**config.mk**
```make
export PLATFORM = sky130hd
export DESIGN_NAME = two_track_step_sequencer_core_flat
export DESIGN_NICKNAME = d
export VERILOG_FILES = /design/src/sv/tts_pkg.sv /design/src/sv/tts_if.sv /design/src/sv/tts_ram.sv /design/src/sv/tts_queue.sv /design/src/sv/tts_front.sv /design/src/sv/tts_back.sv /design/src/sv/two_track_step_sequencer_core.sv /design/src/flat_wrapper.sv
export SDC_FILE = /design/constraint.sdc
export NUM_CORES = 1
export LEC_CHECK = 0
export BUFFER_PORTS_ARGS = -buffer_cell sky130_fd_sc_hd__buf_4
export CAP_MARGIN = 40
export CORE_ASPECT_RATIO = 1.4
export CORE_UTILIZATION = 45
export DETAILED_ROUTE_END_ITERATION = 12
export SLEW_MARGIN = 40
export SYNTH_ARGS = -nofsm -noshare
export SYNTH_HDL_FRONTEND = slang
export SYNTH_SLANG_ARGS = --single-unit
```
**constraint.sdc**
```tcl
create_clock -name clk_i -period 11.16 [get_ports clk_i]
set_input_delay 1.116 -clock clk_i [delete_from_list [all_inputs] [get_ports clk_i]]
set_output_delay 1.116 -clock clk_i [all_outputs]
set_load 0.02 [all_outputs]
```
**src/sv/tts_pkg.sv**
```systemverilog
// ----------------------------------------------------------------------------
// tts_pkg
// Shared types, widths and codes of the two-track step sequencer.
// ----------------------------------------------------------------------------
`default_nettype none

package tts_pkg;

  // Pattern geometry.
  localparam int unsigned STEPS  = 256;
  localparam int unsigned STEP_W = $clog2(STEPS);
  localparam int unsigned LEN_W  = $clog2(STEPS + 1);

  // Register widths.
  localparam int unsigned PERIOD_W = 10;
  localparam int unsigned DEB_W    = 8;
  localparam int unsigned CNT_W    = 12;
  localparam int unsigned CFG_W    = 12;
  localparam int unsigned CFG_IDX_W = 2;

  // Register reset values.
  localparam logic [PERIOD_W-1:0] PERIOD_RST = PERIOD_W'(59);
  localparam logic [DEB_W-1:0]    DEB_RST    = DEB_W'(29);
  localparam logic [CNT_W-1:0]    LONG_RST   = CNT_W'(1500);

  // Register indexes.
  localparam logic [CFG_IDX_W-1:0] CFG_STEP_PERIOD = CFG_IDX_W'(0);
  localparam logic [CFG_IDX_W-1:0] CFG_DEBOUNCE    = CFG_IDX_W'(1);
  localparam logic [CFG_IDX_W-1:0] CFG_LONG_PRESS  = CFG_IDX_W'(2);

  typedef enum logic [1:0] {
    MODE_PAUSE = 2'd0,
    MODE_PLAY  = 2'd1,
    MODE_REC   = 2'd2
  } mode_e;

  typedef enum logic [1:0] {
    BTN_IDLE     = 2'd0,
    BTN_DEBOUNCE = 2'd1,
    BTN_HELD     = 2'd2
  } btn_e;

  typedef enum logic [1:0] {
    PRESS_NONE  = 2'd0,
    PRESS_SHORT = 2'd1,
    PRESS_LONG  = 2'd2
  } press_e;

  // One classified item on its way from the front to the back.
  typedef struct packed {
    logic   tick;
    logic   pad_a;
    logic   pad_b;
    logic   play;
    press_e cls;
  } tts_item_t;

endpackage

`default_nettype wire

```
**src/sv/tts_if.sv**
```systemverilog
// ----------------------------------------------------------------------------
// tts_in_if / tts_out_if
// Valid/ready channels for input items and result items.
// ----------------------------------------------------------------------------
`default_nettype none

interface tts_in_if;
  logic valid;
  logic ready;
  logic tick;
  logic pad_a_press;
  logic pad_b_press;
  logic play_press;
  logic rec_press;
  logic rec_released;

  modport source (output valid, tick, pad_a_press, pad_b_press, play_press,
                  rec_press, rec_released, input ready);
  modport sink   (input valid, tick, pad_a_press, pad_b_press, play_press,
                  rec_press, rec_released, output ready);
endinterface

interface tts_out_if;
  import tts_pkg::*;
  logic             valid;
  logic             ready;
  logic             track_a_level;
  logic             track_b_level;
  logic [1:0]       mode;
  logic [STEP_W-1:0] step_index;
  logic [LEN_W-1:0] loop_length;
  logic             trimmed;
  logic [1:0]       press_class;

  modport source (output valid, track_a_level, track_b_level, mode, step_index,
                  loop_length, trimmed, press_class, input ready);
  modport sink   (input valid, track_a_level, track_b_level, mode, step_index,
                  loop_length, trimmed, press_class, output ready);
endinterface

`default_nettype wire

```
**src/sv/tts_ram.sv**
```systemverilog
// ----------------------------------------------------------------------------
// tts_ram
// Generic single-write, single-read RAM with a registered read port.
// ----------------------------------------------------------------------------
`default_nettype none

module tts_ram #(
  parameter int unsigned WIDTH = 2,
  parameter int unsigned DEPTH = 256
) (
  input  wire logic                     clk_i,
  input  wire logic                     we_i,
  input  wire logic [$clog2(DEPTH)-1:0] waddr_i,
  input  wire logic [WIDTH-1:0]         wdata_i,
  input  wire logic                     re_i,
  input  wire logic [$clog2(DEPTH)-1:0] raddr_i,
  output logic      [WIDTH-1:0]         rdata_o
);

  logic [WIDTH-1:0] mem_q [DEPTH];

  always_ff @(posedge clk_i) begin
    if (we_i) begin
      mem_q[waddr_i] <= wdata_i;
    end
    if (re_i) begin
      rdata_o <= mem_q[raddr_i];
    end
  end

endmodule

`default_nettype wire

```
**src/sv/tts_queue.sv**
```systemverilog
// ----------------------------------------------------------------------------
// tts_queue
// Two-entry queue of classified items between the front and the back.
// ----------------------------------------------------------------------------
`default_nettype none

module tts_queue (
  input  wire logic               clk_i,
  input  wire logic               rst_ni,
  input  wire logic               push_valid_i,
  output logic                    push_ready_o,
  input  wire tts_pkg::tts_item_t push_item_i,
  output logic                    pop_valid_o,
  input  wire logic               pop_ready_i,
  output tts_pkg::tts_item_t      pop_item_o
);
  import tts_pkg::*;

  tts_item_t  slot_q [2];
  logic       wr_ptr_q, wr_ptr_d;
  logic       rd_ptr_q, rd_ptr_d;
  logic [1:0] count_q, count_d;
  logic       push, pop;

  assign push_ready_o = (count_q != 2'd2);
  assign pop_valid_o  = (count_q != 2'd0);
  assign pop_item_o   = slot_q[rd_ptr_q];
  assign push         = push_valid_i && push_ready_o;
  assign pop          = pop_valid_o && pop_ready_i;

  always_comb begin
    wr_ptr_d = push ? ~wr_ptr_q : wr_ptr_q;
    rd_ptr_d = pop ? ~rd_ptr_q : rd_ptr_q;
    count_d  = count_q;
    if (push && !pop) begin
      count_d = count_q + 2'd1;
    end else if (pop && !push) begin
      count_d = count_q - 2'd1;
    end
  end

  always_ff @(posedge clk_i or negedge rst_ni) begin
    if (!rst_ni) begin
      wr_ptr_q <= 1'b0;
      rd_ptr_q <= 1'b0;
      count_q  <= 2'd0;
    end else begin
      wr_ptr_q <= wr_ptr_d;
      rd_ptr_q <= rd_ptr_d;
      count_q  <= count_d;
    end
  end

  always_ff @(posedge clk_i) begin
    if (push) begin
      slot_q[wr_ptr_q] <= push_item_i;
    end
  end

endmodule

`default_nettype wire

```
**src/sv/tts_front.sv**
```systemverilog
// ----------------------------------------------------------------------------
// tts_front
// Accepts input items and classifies the record button press.
// ----------------------------------------------------------------------------
`default_nettype none

module tts_front (
  input  wire logic                         clk_i,
  input  wire logic                         rst_ni,
  tts_in_if.sink                            item_i,
  input  wire logic [tts_pkg::DEB_W-1:0]    debounce_ticks_i,
  input  wire logic [tts_pkg::CNT_W-1:0]    long_press_ticks_i,
  output logic                              push_valid_o,
  input  wire logic                         push_ready_i,
  output tts_pkg::tts_item_t                push_item_o
);
  import tts_pkg::*;

  btn_e             btn_q, btn_d;
  logic [CNT_W-1:0] cnt_q, cnt_d;
  logic [CNT_W-1:0] cnt_inc;
  press_e           cls;
  logic             accept;

  assign item_i.ready = push_ready_i;
  assign push_valid_o = item_i.valid;
  assign accept       = item_i.valid && push_ready_i;

  // The hold counter saturates at its top value.
  assign cnt_inc = (item_i.tick && (cnt_q != {CNT_W{1'b1}})) ? cnt_q + CNT_W'(1) : cnt_q;

  always_comb begin
    btn_d = btn_q;
    cnt_d = cnt_q;
    cls   = PRESS_NONE;
    case (btn_q)
      BTN_DEBOUNCE: begin
        cnt_d = cnt_inc;
        if (cnt_inc > {{(CNT_W-DEB_W){1'b0}}, debounce_ticks_i}) begin
          btn_d = BTN_HELD;
        end
      end
      BTN_HELD: begin
        cnt_d = cnt_inc;
        if (item_i.rec_released) begin
          btn_d = BTN_IDLE;
          cls   = PRESS_SHORT;
        end
        // A long hold wins over a release in the same item.
        if (cnt_inc >= long_press_ticks_i) begin
          btn_d = BTN_IDLE;
          cls   = PRESS_LONG;
        end
      end
      default: begin
        btn_d = BTN_IDLE;
        if (item_i.rec_press) begin
          btn_d = BTN_DEBOUNCE;
          cnt_d = '0;
        end
      end
    endcase
  end

  always_comb begin
    push_item_o.tick  = item_i.tick;
    push_item_o.pad_a = item_i.pad_a_press;
    push_item_o.pad_b = item_i.pad_b_press;
    push_item_o.play  = item_i.play_press;
    push_item_o.cls   = cls;
  end

  always_ff @(posedge clk_i or negedge rst_ni) begin
    if (!rst_ni) begin
      btn_q <= BTN_IDLE;
      cnt_q <= '0;
    end else if (accept) begin
      btn_q <= btn_d;
      cnt_q <= cnt_d;
    end
  end

endmodule

`default_nettype wire

```
**src/sv/tts_back.sv**
```systemverilog
// ----------------------------------------------------------------------------
// tts_back
// Sequencer: mode and step control, pattern store access and result register.
// ----------------------------------------------------------------------------
`default_nettype none

module tts_back (
  input  wire logic                          clk_i,
  input  wire logic                          rst_ni,
  input  wire logic                          pop_valid_i,
  output logic                               pop_ready_o,
  input  wire tts_pkg::tts_item_t            pop_item_i,
  input  wire logic [tts_pkg::PERIOD_W-1:0]  step_period_ticks_i,
  tts_out_if.source                          result_o
);
  import tts_pkg::*;

  localparam logic [LEN_W-1:0] LEN_FULL = LEN_W'(STEPS);

  // Control stage state.
  mode_e             mode_q, mode_d;
  logic [STEP_W-1:0] step_q, step_d;
  logic [PERIOD_W-1:0] ms_q, ms_d;
  logic [LEN_W-1:0]  len_q, len_d;
  logic              trim_q, trim_d;
  logic [2:0]        pend_q, pend_d;

  logic [STEP_W-1:0] x_idx;
  logic [1:0]        x_wbits;
  logic              x_use, x_write, x_clear;
  logic [PERIOD_W-1:0] ms_adv;
  logic [LEN_W-1:0]  step_adv;
  logic              x_fire;

  // Pattern stage registers.
  logic              m_valid_q;
  logic [STEP_W-1:0] m_idx_q;
  logic [1:0]        m_wbits_q;
  logic              m_use_q, m_write_q, m_clear_q;
  mode_e             m_mode_q;
  logic [STEP_W-1:0] m_step_q;
  logic [LEN_W-1:0]  m_len_q;
  logic              m_trim_q;
  press_e            m_cls_q;
  logic              fwd_hit_q;
  logic [1:0]        fwd_data_q;
  logic [1:0]        hold_q, hold_d;
  logic [STEPS-1:0]  written_q;
  logic [1:0]        rdata, old_val, new_val;
  logic              m_fire, ram_we;

  // Result register.
  logic              o_valid_q;
  logic [1:0]        o_hold_q;
  mode_e             o_mode_q;
  logic [STEP_W-1:0] o_step_q;
  logic [LEN_W-1:0]  o_len_q;
  logic              o_trim_q;
  press_e            o_cls_q;

  assign m_fire      = m_valid_q && (!o_valid_q || result_o.ready);
  assign pop_ready_o = !m_valid_q || m_fire;
  assign x_fire      = pop_valid_i && pop_ready_o;

  always_comb begin
    mode_d  = mode_q;
    step_d  = step_q;
    ms_d    = ms_q;
    len_d   = len_q;
    trim_d  = trim_q;
    pend_d  = pend_q | {pop_item_i.play, pop_item_i.pad_b, pop_item_i.pad_a};
    x_wbits = 2'b00;
    x_use   = 1'b0;
    x_write = 1'b0;
    x_clear = 1'b0;

    // Step timing, used in play and record.
    ms_adv   = pop_item_i.tick ? ms_q + PERIOD_W'(1) : ms_q;
    step_adv = {1'b0, step_q};
    if (ms_adv >= step_period_ticks_i) begin
      step_adv = step_adv + LEN_W'(1);
      ms_adv   = '0;
    end
    if ((step_adv >= len_q) || (step_adv >= LEN_FULL)) begin
      step_adv = '0;
    end
    x_idx = step_adv[STEP_W-1:0];

    case (mode_q)
      MODE_PLAY: begin
        ms_d   = ms_adv;
        step_d = x_idx;
        x_use  = 1'b1;
        if (pop_item_i.cls == PRESS_SHORT) begin
          mode_d = MODE_REC;
          step_d = '0;
        end
        if (pop_item_i.cls == PRESS_LONG) begin
          x_clear = 1'b1;
        end
        if (pend_d[2]) begin
          mode_d    = MODE_PAUSE;
          pend_d[2] = 1'b0;
          step_d    = '0;
        end
      end
      MODE_REC: begin
        ms_d        = ms_adv;
        step_d      = x_idx;
        x_use       = 1'b1;
        x_write     = 1'b1;
        x_wbits     = pend_d[1:0];
        pend_d[1:0] = 2'b00;
        if (pop_item_i.cls == PRESS_SHORT) begin
          mode_d = MODE_PAUSE;
          trim_d = 1'b1;
          len_d  = step_adv;
          step_d = '0;
        end
        if (pop_item_i.cls == PRESS_LONG) begin
          x_clear = 1'b1;
        end
      end
      default: begin
        mode_d = MODE_PAUSE;
        if (pop_item_i.cls == PRESS_SHORT) begin
          mode_d = MODE_REC;
        end
        if (pop_item_i.cls == PRESS_LONG) begin
          x_clear = 1'b1;
        end
        if (pend_d[2]) begin
          mode_d    = MODE_PLAY;
          pend_d[2] = 1'b0;
          step_d    = '0;
        end
      end
    endcase

    // A long press clears after the pads are written; play may then override.
    if (x_clear) begin
      trim_d = 1'b0;
      len_d  = LEN_FULL;
      if (!((mode_q == MODE_PLAY) && pend_q[2]) && !((mode_q == MODE_PLAY) &&
          pop_item_i.play) && !((mode_q != MODE_PLAY) && (mode_q != MODE_REC) &&
          (pend_q[2] || pop_item_i.play))) begin
        mode_d = MODE_PAUSE;
      end
      step_d = '0;
    end
  end

  always_ff @(posedge clk_i or negedge rst_ni) begin
    if (!rst_ni) begin
      mode_q <= MODE_PAUSE;
      step_q <= '0;
      ms_q   <= '0;
      len_q  <= LEN_FULL;
      trim_q <= 1'b0;
      pend_q <= 3'b000;
    end else if (x_fire) begin
      mode_q <= mode_d;
      step_q <= step_d;
      ms_q   <= ms_d;
      len_q  <= len_d;
      trim_q <= trim_d;
      pend_q <= pend_d;
    end
  end

  // Pattern stage. Entries never written since the last clear read as zero;
  // a write by the item just ahead is forwarded past the registered read.
  always_comb begin
    old_val = fwd_hit_q ? fwd_data_q : (written_q[m_idx_q] ? rdata : 2'b00);
    new_val = old_val | m_wbits_q;
    hold_d  = m_use_q ? new_val : hold_q;
  end

  assign ram_we = m_fire && m_write_q && !m_clear_q;

  tts_ram #(
    .WIDTH (2),
    .DEPTH (STEPS)
  ) u_pattern (
    .clk_i   (clk_i),
    .we_i    (ram_we),
    .waddr_i (m_idx_q),
    .wdata_i (new_val),
    .re_i    (x_fire),
    .raddr_i (x_idx),
    .rdata_o (rdata)
  );

  always_ff @(posedge clk_i or negedge rst_ni) begin
    if (!rst_ni) begin
      m_valid_q <= 1'b0;
      fwd_hit_q <= 1'b0;
      hold_q    <= 2'b00;
      written_q <= '0;
    end else begin
      if (x_fire) begin
        m_valid_q <= 1'b1;
        fwd_hit_q <= ram_we && (m_idx_q == x_idx);
      end else if (m_fire) begin
        m_valid_q <= 1'b0;
      end
      if (m_fire) begin
        hold_q <= hold_d;
        if (m_clear_q) begin
          written_q <= '0;
        end else if (m_write_q) begin
          written_q[m_idx_q] <= 1'b1;
        end
      end
    end
  end

  always_ff @(posedge clk_i) begin
    if (x_fire) begin
      m_idx_q    <= x_idx;
      m_wbits_q  <= x_wbits;
      m_use_q    <= x_use;
      m_write_q  <= x_write;
      m_clear_q  <= x_clear;
      m_mode_q   <= mode_d;
      m_step_q   <= step_d;
      m_len_q    <= len_d;
      m_trim_q   <= trim_d;
      m_cls_q    <= pop_item_i.cls;
      fwd_data_q <= new_val;
    end
  end

  // Result register.
  always_ff @(posedge clk_i or negedge rst_ni) begin
    if (!rst_ni) begin
      o_valid_q <= 1'b0;
    end else if (m_fire) begin
      o_valid_q <= 1'b1;
    end else if (result_o.ready) begin
      o_valid_q <= 1'b0;
    end
  end

  always_ff @(posedge clk_i) begin
    if (m_fire) begin
      o_hold_q <= hold_d;
      o_mode_q <= m_mode_q;
      o_step_q <= m_step_q;
      o_len_q  <= m_len_q;
      o_trim_q <= m_trim_q;
      o_cls_q  <= m_cls_q;
    end
  end

  assign result_o.valid         = o_valid_q;
  assign result_o.track_a_level = o_hold_q[0];
  assign result_o.track_b_level = o_hold_q[1];
  assign result_o.mode          = o_mode_q;
  assign result_o.step_index    = o_step_q;
  assign result_o.loop_length   = o_len_q;
  assign result_o.trimmed       = o_trim_q;
  assign result_o.press_class   = o_cls_q;

endmodule

`default_nettype wire

```
**src/sv/two_track_step_sequencer_core.sv**
```systemverilog
// ----------------------------------------------------------------------------
// two_track_step_sequencer_core
// Two-track step sequencer with pause, play and record modes and a
// long-press record button.
//
//   Channel   Direction  Handshake     Content
//   item_i    in         valid/ready   tick, pad, play and record button events
//   result_o  out        valid/ready   track levels, mode, step, length, press
//   cfg_*     in         write enable  step period, debounce, long press ticks
//
// One item per cycle is sustained while results are taken. The result of an item
// is valid once the item has passed classification into the queue at the accepting
// edge, mode and step control with the pattern read into the pattern stage, and the
// pattern update into the result register.
// Reset clears all state at once; the pattern store needs no clearing pass.
// A stalled result fills the queue, after which item_i.ready drops.
// ----------------------------------------------------------------------------
`default_nettype none

module two_track_step_sequencer_core (
  input  wire logic                            clk_i,
  input  wire logic                            rst_ni,
  tts_in_if.sink                               item_i,
  tts_out_if.source                            result_o,
  input  wire logic                            cfg_we_i,
  input  wire logic [tts_pkg::CFG_IDX_W-1:0]   cfg_idx_i,
  input  wire logic [tts_pkg::CFG_W-1:0]       cfg_data_i
);
  import tts_pkg::*;

  logic [PERIOD_W-1:0] period_q;
  logic [DEB_W-1:0]    deb_q;
  logic [CNT_W-1:0]    long_q;

  logic      push_valid, push_ready, pop_valid, pop_ready;
  tts_item_t push_item, pop_item;

  always_ff @(posedge clk_i or negedge rst_ni) begin
    if (!rst_ni) begin
      period_q <= PERIOD_RST;
      deb_q    <= DEB_RST;
      long_q   <= LONG_RST;
    end else if (cfg_we_i) begin
      case (cfg_idx_i)
        CFG_STEP_PERIOD: period_q <= cfg_data_i[PERIOD_W-1:0];
        CFG_DEBOUNCE:    deb_q    <= cfg_data_i[DEB_W-1:0];
        CFG_LONG_PRESS:  long_q   <= cfg_data_i[CNT_W-1:0];
        default: ;
      endcase
    end
  end

  tts_front u_front (
    .clk_i              (clk_i),
    .rst_ni             (rst_ni),
    .item_i             (item_i),
    .debounce_ticks_i   (deb_q),
    .long_press_ticks_i (long_q),
    .push_valid_o       (push_valid),
    .push_ready_i       (push_ready),
    .push_item_o        (push_item)
  );

  tts_queue u_queue (
    .clk_i        (clk_i),
    .rst_ni       (rst_ni),
    .push_valid_i (push_valid),
    .push_ready_o (push_ready),
    .push_item_i  (push_item),
    .pop_valid_o  (pop_valid),
    .pop_ready_i  (pop_ready),
    .pop_item_o   (pop_item)
  );

  tts_back u_back (
    .clk_i               (clk_i),
    .rst_ni              (rst_ni),
    .pop_valid_i         (pop_valid),
    .pop_ready_o         (pop_ready),
    .pop_item_i          (pop_item),
    .step_period_ticks_i (period_q),
    .result_o            (result_o)
  );

endmodule

`default_nettype wire
```
**src/flat_wrapper.sv**
```systemverilog
// flat-port wrapper written by rule: the top's interface ports become plain ports
module two_track_step_sequencer_core_flat import tts_pkg::*;
  (clk_i, rst_ni, cfg_we_i, cfg_idx_i, cfg_data_i, item_i_valid, item_i_tick, item_i_pad_a_press, item_i_pad_b_press, item_i_play_press, item_i_rec_press, item_i_rec_released, item_i_ready, result_o_valid, result_o_track_a_level, result_o_track_b_level, result_o_mode, result_o_step_index, result_o_loop_length, result_o_trimmed, result_o_press_class, result_o_ready);
  tts_in_if item_i_i ();
  tts_out_if result_o_i ();
  input  wire logic clk_i;
  input  wire logic rst_ni;
  input  wire logic cfg_we_i;
  input  wire logic [tts_pkg::CFG_IDX_W-1:0] cfg_idx_i;
  input  wire logic [tts_pkg::CFG_W-1:0] cfg_data_i;
  input wire logic [$bits(item_i_i.valid)-1:0] item_i_valid;
  input wire logic [$bits(item_i_i.tick)-1:0] item_i_tick;
  input wire logic [$bits(item_i_i.pad_a_press)-1:0] item_i_pad_a_press;
  input wire logic [$bits(item_i_i.pad_b_press)-1:0] item_i_pad_b_press;
  input wire logic [$bits(item_i_i.play_press)-1:0] item_i_play_press;
  input wire logic [$bits(item_i_i.rec_press)-1:0] item_i_rec_press;
  input wire logic [$bits(item_i_i.rec_released)-1:0] item_i_rec_released;
  output wire logic [$bits(item_i_i.ready)-1:0] item_i_ready;
  output wire logic [$bits(result_o_i.valid)-1:0] result_o_valid;
  output wire logic [$bits(result_o_i.track_a_level)-1:0] result_o_track_a_level;
  output wire logic [$bits(result_o_i.track_b_level)-1:0] result_o_track_b_level;
  output wire logic [$bits(result_o_i.mode)-1:0] result_o_mode;
  output wire logic [$bits(result_o_i.step_index)-1:0] result_o_step_index;
  output wire logic [$bits(result_o_i.loop_length)-1:0] result_o_loop_length;
  output wire logic [$bits(result_o_i.trimmed)-1:0] result_o_trimmed;
  output wire logic [$bits(result_o_i.press_class)-1:0] result_o_press_class;
  input wire logic [$bits(result_o_i.ready)-1:0] result_o_ready;
  assign item_i_i.valid = item_i_valid;
  assign item_i_i.tick = item_i_tick;
  assign item_i_i.pad_a_press = item_i_pad_a_press;
  assign item_i_i.pad_b_press = item_i_pad_b_press;
  assign item_i_i.play_press = item_i_play_press;
  assign item_i_i.rec_press = item_i_rec_press;
  assign item_i_i.rec_released = item_i_rec_released;
  assign item_i_ready = item_i_i.ready;
  assign result_o_valid = result_o_i.valid;
  assign result_o_track_a_level = result_o_i.track_a_level;
  assign result_o_track_b_level = result_o_i.track_b_level;
  assign result_o_mode = result_o_i.mode;
  assign result_o_step_index = result_o_i.step_index;
  assign result_o_loop_length = result_o_i.loop_length;
  assign result_o_trimmed = result_o_i.trimmed;
  assign result_o_press_class = result_o_i.press_class;
  assign result_o_i.ready = result_o_ready;
  two_track_step_sequencer_core u_core (.clk_i(clk_i), .rst_ni(rst_ni), .item_i(item_i_i), .result_o(result_o_i), .cfg_we_i(cfg_we_i), .cfg_idx_i(cfg_idx_i), .cfg_data_i(cfg_data_i));
endmodule
```
==> results.json, run 1 <==
{
  "status": "complete, no violations",
  "clk_latency_ps": 690,
  "n_antenna_cell": 0,
  "post_drt_via_cell_ratio": 6.371,
  "synth-main-ff-cell": "edfxtp_1",
  "cts.path.max_buffers": 3,
  "synth_seq_cells": 929,
  "grt.total_usage_pct": 28.95,
  "ys_seq_area_share_pct": 64.61,
  "synth_enable_flop_cells": 587,
  "syn_to_final_growth_pct": 11.76,
  "grt_pass1_vias": 28559,
  "drt_iter0_drc": 3322,
  "period_needed_ps": 8984,
  "synth.cell_area_mm2": 0.04056,
  "cts_tree": "built",
  "cpMostUsedCell": "buf_4",
  "finalPower_mw": 9.625,
  "p_per_area_mw_per_mm2": 212.3,
  "cts_setup_buffers": 0,
  "slew_violations": 0,
  "post-route-period-util_pct": 80.51,
  "fp.dieW_um": 255.7,
  "finalHoldViolations": 0,
  "cts_made_buffers": 87,
  "peakVddDrop_v": 0.0001540,
  "htree_num_levels": 3,
  "fin_skew_ps": 29.80,
  "core-area_mm2": 0.08877,
  "final-setup-viol-count": 0,
  "grt_setup_unrepaired": "no",
  "critPathLaunchType": "flip-flop",
  "drtPass1Iterations": 6,
  "drive_above_1_share_pct": 13.87,
  "synthArstFlopShare_pct": 36.81,
  "cts_resized": 0,
  "synth_cell_types": 85,
  "num_rows": 129,
  "dpl.hpwl_mm": 84.70,
  "path_max_fanout": 73,
  "antenna_left": 0,
  "drv_cap": 0,
  "ff2ff_path_depth": 29,
  "max_freq_ghz": 0.1113,
  "start_util_pct": 45.69,
  "relSlewSlack_pct": 34.44,
  "critPathKind": "flip-flop to flip-flop",
  "route.detailed.drc": 0,
  "root_buffer": "clkbuf_16",
  "port_buffers": 50,
  "end_kind": "flip-flop",
  "vias": 28223,
  "synthCells": 3170,
  "grt_pass1_wl_mm": 193.0,
  "gp_congestion": 0.9503,
  "yosysWarnings": 0,
  "fin_util_pct": 51.06,
  "drt-total-wl_mm": 132.2,
  "worst_pin_slew_ps": 983.4,
  "avgSynthCellArea_um2": 12.79,
  "syn_nets": 3242,
  "required_ps": 11550,
  "arrival_ps": 9380,
  "clkTransAtPathRegs_ps": 60,
  "die_area_mm2": 0.09135,
  "clock-sinks": 929,
  "holdBufCountCts": 0,
  "die_h_um": 357.2,
  "slowest_stage": "o32ai_1",
  "routedWlPerCell_um": 29.85,
  "fin_tns_setup_ps": 0,
  "grt_max_degree": 108,
  "p_leak_nw": 17.20,
  "nets": 3249,
  "antenna_found_initial": 1,
  "hold_ws_ps": 308.6,
  "hold_path.class": "input pin to asynchronous set/reset pin",
  "critPathMaxStageDelay_ps": 670,
  "overflow": 0,
  "io_pins": 51
}
[synth_stat cells (all sizes together) (14+ instances only)]
cell    count  area, um^2
dfrtp     325        8133
nand4      22       137.6
o211ai     30       225.2
a211oi     17       137.6
o21ai     119       599.3
nand3      85       425.4
a31oi      15       108.9
mux4       82        1847
o221ai     32       280.3
nor3       46       245.2
clkbuf    120       450.4
xnor2      24       210.2
buf        82       432.9
o21a      268        2012
a21oi     118       609.3
dfstp      17       446.7
and3       18       112.6
nor2      365        1370
a22oi      25       187.7
mux2i      67       670.6
inv        69       264.0
a21o       17       127.6
edfxtp    587       17630
ha         47       588.1
nand2     321        1207
xor2       14       122.6
mux2       33       371.6
o22ai      34       212.7
[kinds of logic after synthesis]
| family | Yosys count | synth area share, % |
|---|---|---|
| flops | 929 | 64.61 |
| simple gates | 913 | 9.539 |
| compound gates | 788 | 13.60 |
| buf+inv | 273 | 2.860 |
| mux | 182 | 7.123 |
| fa+ha+maj | 47 | 1.450 |
| xor+xnor | 38 | 0.8206 |
[sequential cells by signal, indices dropped and copies added (netlist names), 8 cells and up]
name and flops:
u_core.u_back.len_q 9, u_core.u_back.m_step_q 8, u_core.u_back.u_pattern.mem_q 512, u_core.period_q 10, u_core.u_back.step_q 8, u_core.u_front.cnt_q 12
u_core.u_back.result_o.loop_length 9, u_core.u_back.m_idx_q 8, u_core.u_back.m_len_q 9, u_core.long_q 12, u_core.deb_q 8, u_core.u_back.written_q 256
u_core.u_queue.slot_q 12, u_core.u_back.ms_q 10, u_core.u_back.result_o.step_index 8
[routing by layer]
| layer | vias up | global-route usage (%) | share of wire (%) |
|---|---|---|---|
| li1 | 11832 | - | - |
| met1 | 14362 | 33.79 | 35 |
| met2 | 1608 | 50.41 | 50 |
| met3 | 419 | 4.656 | 7.9 |
| met4 | 2 | 17.34 | 6.6 |
| met5 | - | 0 | 0.013 |
[area by class of cell]
cell class / count / area [um^2]
inverters: 71 / 279.0
repair buffers: 120 / 1018
clock inverters: 48 / 578.1
well taps: 1179 / 1475
multi-input cells: 1968 / 13400
fillers: 7611 / 43440
flip-flops and latches: 929 / 26210
clock buffers: 115 / 2372
[power by group]
group          internal, mW  leakage [nW]  switching, mW  total (mW)
Clock                  1.75          1.43           1.35        3.10
Combinational         0.551          5.74           1.63        2.18
Sequential             4.22          10.0          0.130        4.35
[path summary, 6_finish.rpt]
kind,from,end,slack (ps)
setup reg to reg,u_core.u_queue.rd_ptr_q,u_core.u_back.u_pattern.rdata_o[0],2180
hold reg to reg,u_core.u_back.m_len_q[5],u_core.u_back.result_o.loop_length[5],410
hold / removal,rst_ni,u_core.u_front.cnt_q[11],310
max in group asynchronous,rst_ni,u_core.u_back.written_q[230],9300
min in group clk_i,u_core.u_back.m_len_q[5],u_core.u_back.result_o.loop_length[5],410
setup / recovery,u_core.u_queue.rd_ptr_q,u_core.u_back.u_pattern.rdata_o[0],2180
[layout by cell type (no fill, tap or decap), types with 25 or more instances in the layout]
master / n
ha_1: 47
inv_1: 63
o21a_1: 268
nand3_1: 79
clkbuf_16: 89
buf_4: 104
nor2_1: 363
nor3_1: 41
mux2_2: 33
a21oi_1: 113
o211ai_1: 30
a22oi_1: 25
edfxtp_1: 587
dfrtp_1: 325
nand2_1: 313
o221ai_1: 32
mux4_2: 82
mux2i_1: 66
o21ai_0: 107
o22ai_1: 34
[worst max-delay path, delay by kind of cell (launching register included)]
family | cells | cell delay [ps]
compound gates | 13 | 3490
buf+inv | 5 | 2040
simple gates | 7 | 1210
fa+ha+maj | 2 | 640
flops | 1 | 570
mux | 1 | 340
xor+xnor | 1 | 220
[per-stage QoR]
step / cells / setup WS (ps) / instance area (um^2)
floorplan: 3170 / 4317 / 40560
global placement: 4262 / 2581 / 42180
detailed placement: 4266 / 2480 / 42330
CTS: 4429 / 2407 / 45280
global route: 4430 / 1885 / 45330
finish: 4430 / 2176 / 45330
Power figures use the tool's default switching activity.
==> run 2, diff against run 1 <==
Clock period 11.16 ns to 7.8 ns, I/O delays scaled along.
==> run 2 against run 1 <==
  * Flip-flop and latch count unchanged
  * Die area is the same
  * Global-route usage grew 0.40 points
  * Setup slack worse by 1600 ps
  * Sequential share of layout area down 0.57 points
  * Routed wire length up 1.6%
  * Clock skew is essentially flat
  * Hold slack lost 240 ps
  * Final cell count grew 0.63%
  * Maximum frequency up 24%
  * Non-clock buffer count is 27 higher
  * Sequential power grew 43%
==> results.json, run 2 (synthesis gave the netlist of run 1 again) <==
{
  "io_pins": 51,
  "regMostFlops": "u_core.u_back.u_pattern.mem_q",
  "clock-sinks": 929,
  "routedWlPerCell_um": 30.15,
  "route.detailed.drc": 0,
  "num_rows": 129,
  "antenna_left": 0,
  "cts_made_buffers": 87,
  "grt_pass1_wl_mm": 195.4,
  "critPathLaunchType": "flip-flop",
  "hold_path.class": "input pin to asynchronous set/reset pin",
  "share_seq_of_total_power_pct": 44.4,
  "p_sw_mw": 4.483,
  "share_comb_of_total_power_pct": 22.9,
  "path_max_fanout": 36,
  "cts.path.max_buffers": 3,
  "drive_above_1_share_pct": 14.67,
  "design_area_mm2": 0.04579,
  "pre_cts_ws_ps": 220.5,
  "pwr-share-clk_pct": 32.7,
  "fp.dieW_um": 255.7,
  "drtPass1Iterations": 7,
  "htree_num_levels": 3,
  "die_area_mm2": 0.09135,
  "largest_reg_flops": 512,
  "p_leak_nw": 17.48,
  "final_cell_mix": "edfxtp_1 (587), nor2_1 (363), dfrtp_1 (324), nand2_1 (312), o21a_1 (268)",
  "period_needed_ps": 7261,
  "n_antenna_cell": 0,
  "post-route-period-util_pct": 93.09,
  "max_freq_ghz": 0.1377,
  "setup_ws_ps": 539.2,
  "final-setup-viol-count": 0,
  "overflow": 0,
  "slew_violations": 0,
  "port_buffers": 50,
  "cts_tree": "built",
  "gp_congestion": 0.9853,
  "peakVddDrop_v": 0.0002486,
  "clkTransAtPathRegs_ps": 70,
  "grt.total_usage_pct": 29.35,
  "placed_cell_area_mm2": 0.04263,
  "hold_ws_ps": 66.01,
  "status": "complete, no violations",
  "root_buffer": "clkbuf_16",
  "swShare_pct": 32.03,
  "grt_max_degree": 162,
  "critPathKind": "flip-flop to flip-flop",
  "die_h_um": 357.2,
  "start_util_pct": 45.69,
  "worst_pin_slew_ps": 960.2,
  "vias": 28339,
  "drt-total-wl_mm": 134.4,
  "syn_to_final_growth_pct": 12.89,
  "drv_cap": 0,
  "fin_skew_ps": 29.33,
  "biggestRegsByFlops": "u_core.u_back.u_pattern.mem_q x512, u_core.u_back.written_q x256",
  "dpl.hpwl_mm": 87.06,
  "required_ps": 8300,
  "antenna_found_initial": 0,
  "relSlewSlack_pct": 35.98,
  "core-area_mm2": 0.08877,
  "p_int_mw": 9.514,
  "clk_latency_ps": 670,
  "end_kind": "flip-flop",
  "p_per_area_mw_per_mm2": 305.7,
  "fin_util_pct": 51.58,
  "grt_pass1_vias": 28522,
  "layout_commonest_cell": "edfxtp_1",
  "post_drt_via_cell_ratio": 6.357,
  "finalHoldViolations": 0,
  "finalPower_mw": 14.00,
  "nFillCells": 7602,
  "nets": 3277,
  "drt_iter0_drc": 3361,
  "arrival_ps": 7760
}
-- run 2: cell count changes in the layout (fill, tap and decap cells not counted), sizes merged --
cell      previous run  this run
clkbuf             115       121
clkinvlp             6         1
bufinv              10        13
inv                 75        77
buf                120       147
a21o                17        18
clkinv              28        22
-- run 2: final timing paths --
kind,startpoint,to,slack [ps],cells after the start
worst max-delay path,u_core.u_queue.rd_ptr_q,u_core.u_back.u_pattern.rdata_o[0],540,27
worst min-delay path,rst_ni,u_core.u_back.written_q[0],70,1
worst max register to register,u_core.u_queue.rd_ptr_q,u_core.u_back.u_pattern.rdata_o[0],540,27
worst min register to register,u_core.u_back.m_step_q[3],u_core.u_back.result_o.step_index[3],420,0
max in group asynchronous,rst_ni,u_core.u_back.written_q[198],6440,3
min in group clk_i,item_i_pad_b_press,u_core.u_queue.slot_q[0][3],300,1
-- run 2: layout make-up --
cell class,count,area [um^2],area share [%]
clock buffer,121,2466,5.386
clock inverter,42,588.1,1.284
inverter,71,281.5,0.6149
multi-input combinational,1969,13420,29.31
sequential,929,26210,57.24
tap,1179,1475,3.222
timing repair buffer,147,1348,2.943
-- run 2: repair_timing --
item,in CTS,in global routing
endpoints found under the hold margin,0,0
hold buffers,0,0
buffers inserted,0,2
gates resized for setup,0,4
setup endpoints to repair,0,2
-- run 2: critical path, cell delays in order, from the launching register on --
cell and delay [ps]:
dfrtp_1 510, mux2_2 380, nand4_1 270, nor2_1 290, nand3_1 120, xnor2_1 190
ha_1 290, a21oi_1 200, o21ai_1 150, a31oi_4 360, buf_4 210, a21oi_4 60
nor2_4 170, inv_4 50, ha_1 260, nand2b_1 140, a211oi_1 420, o211a_1 260
o21ai_2 130, or4_4 510, inv_6 310, buf_4 430, a21oi_1 120, a22oi_1 390
o211ai_1 230, a21oi_1 270, nor3_1 100, o221ai_1 190
-- run 2: per-layer routing --
| layer | track usage [%] | part of all wire (%) | up-vias |
|---|---|---|---|
| met2 | 49.85 | 49 | 1634 |
| met3 | 5.208 | 8.1 | 476 |
| met4 | 20.10 | 7.7 | 0 |
| met5 | 0 | 0 | - |
| li1 | - | - | 11881 |
| met1 | 34.02 | 35 | 14348 |
-- run 2: metrics by stage --
stage          cells  setup TNS (ps)
4_1_cts         4454               0
5_1_grt         4458          -21.23
6_report        4458               0
2_1_floorplan   3170               0
3_5_place_dp    4291               0
3_3_place_gp    4286               0
-- run 2: power by group through the flow --
stage	clock network [mW]	registers, mW	logic (mW)
finish	4.58	6.21	3.21
global route	4.80	6.24	3.35
CTS	4.62	6.21	3.15
detailed placement	0	6.30	3.14
global placement	0	6.31	3.00
floorplan	0	6.43	1.69
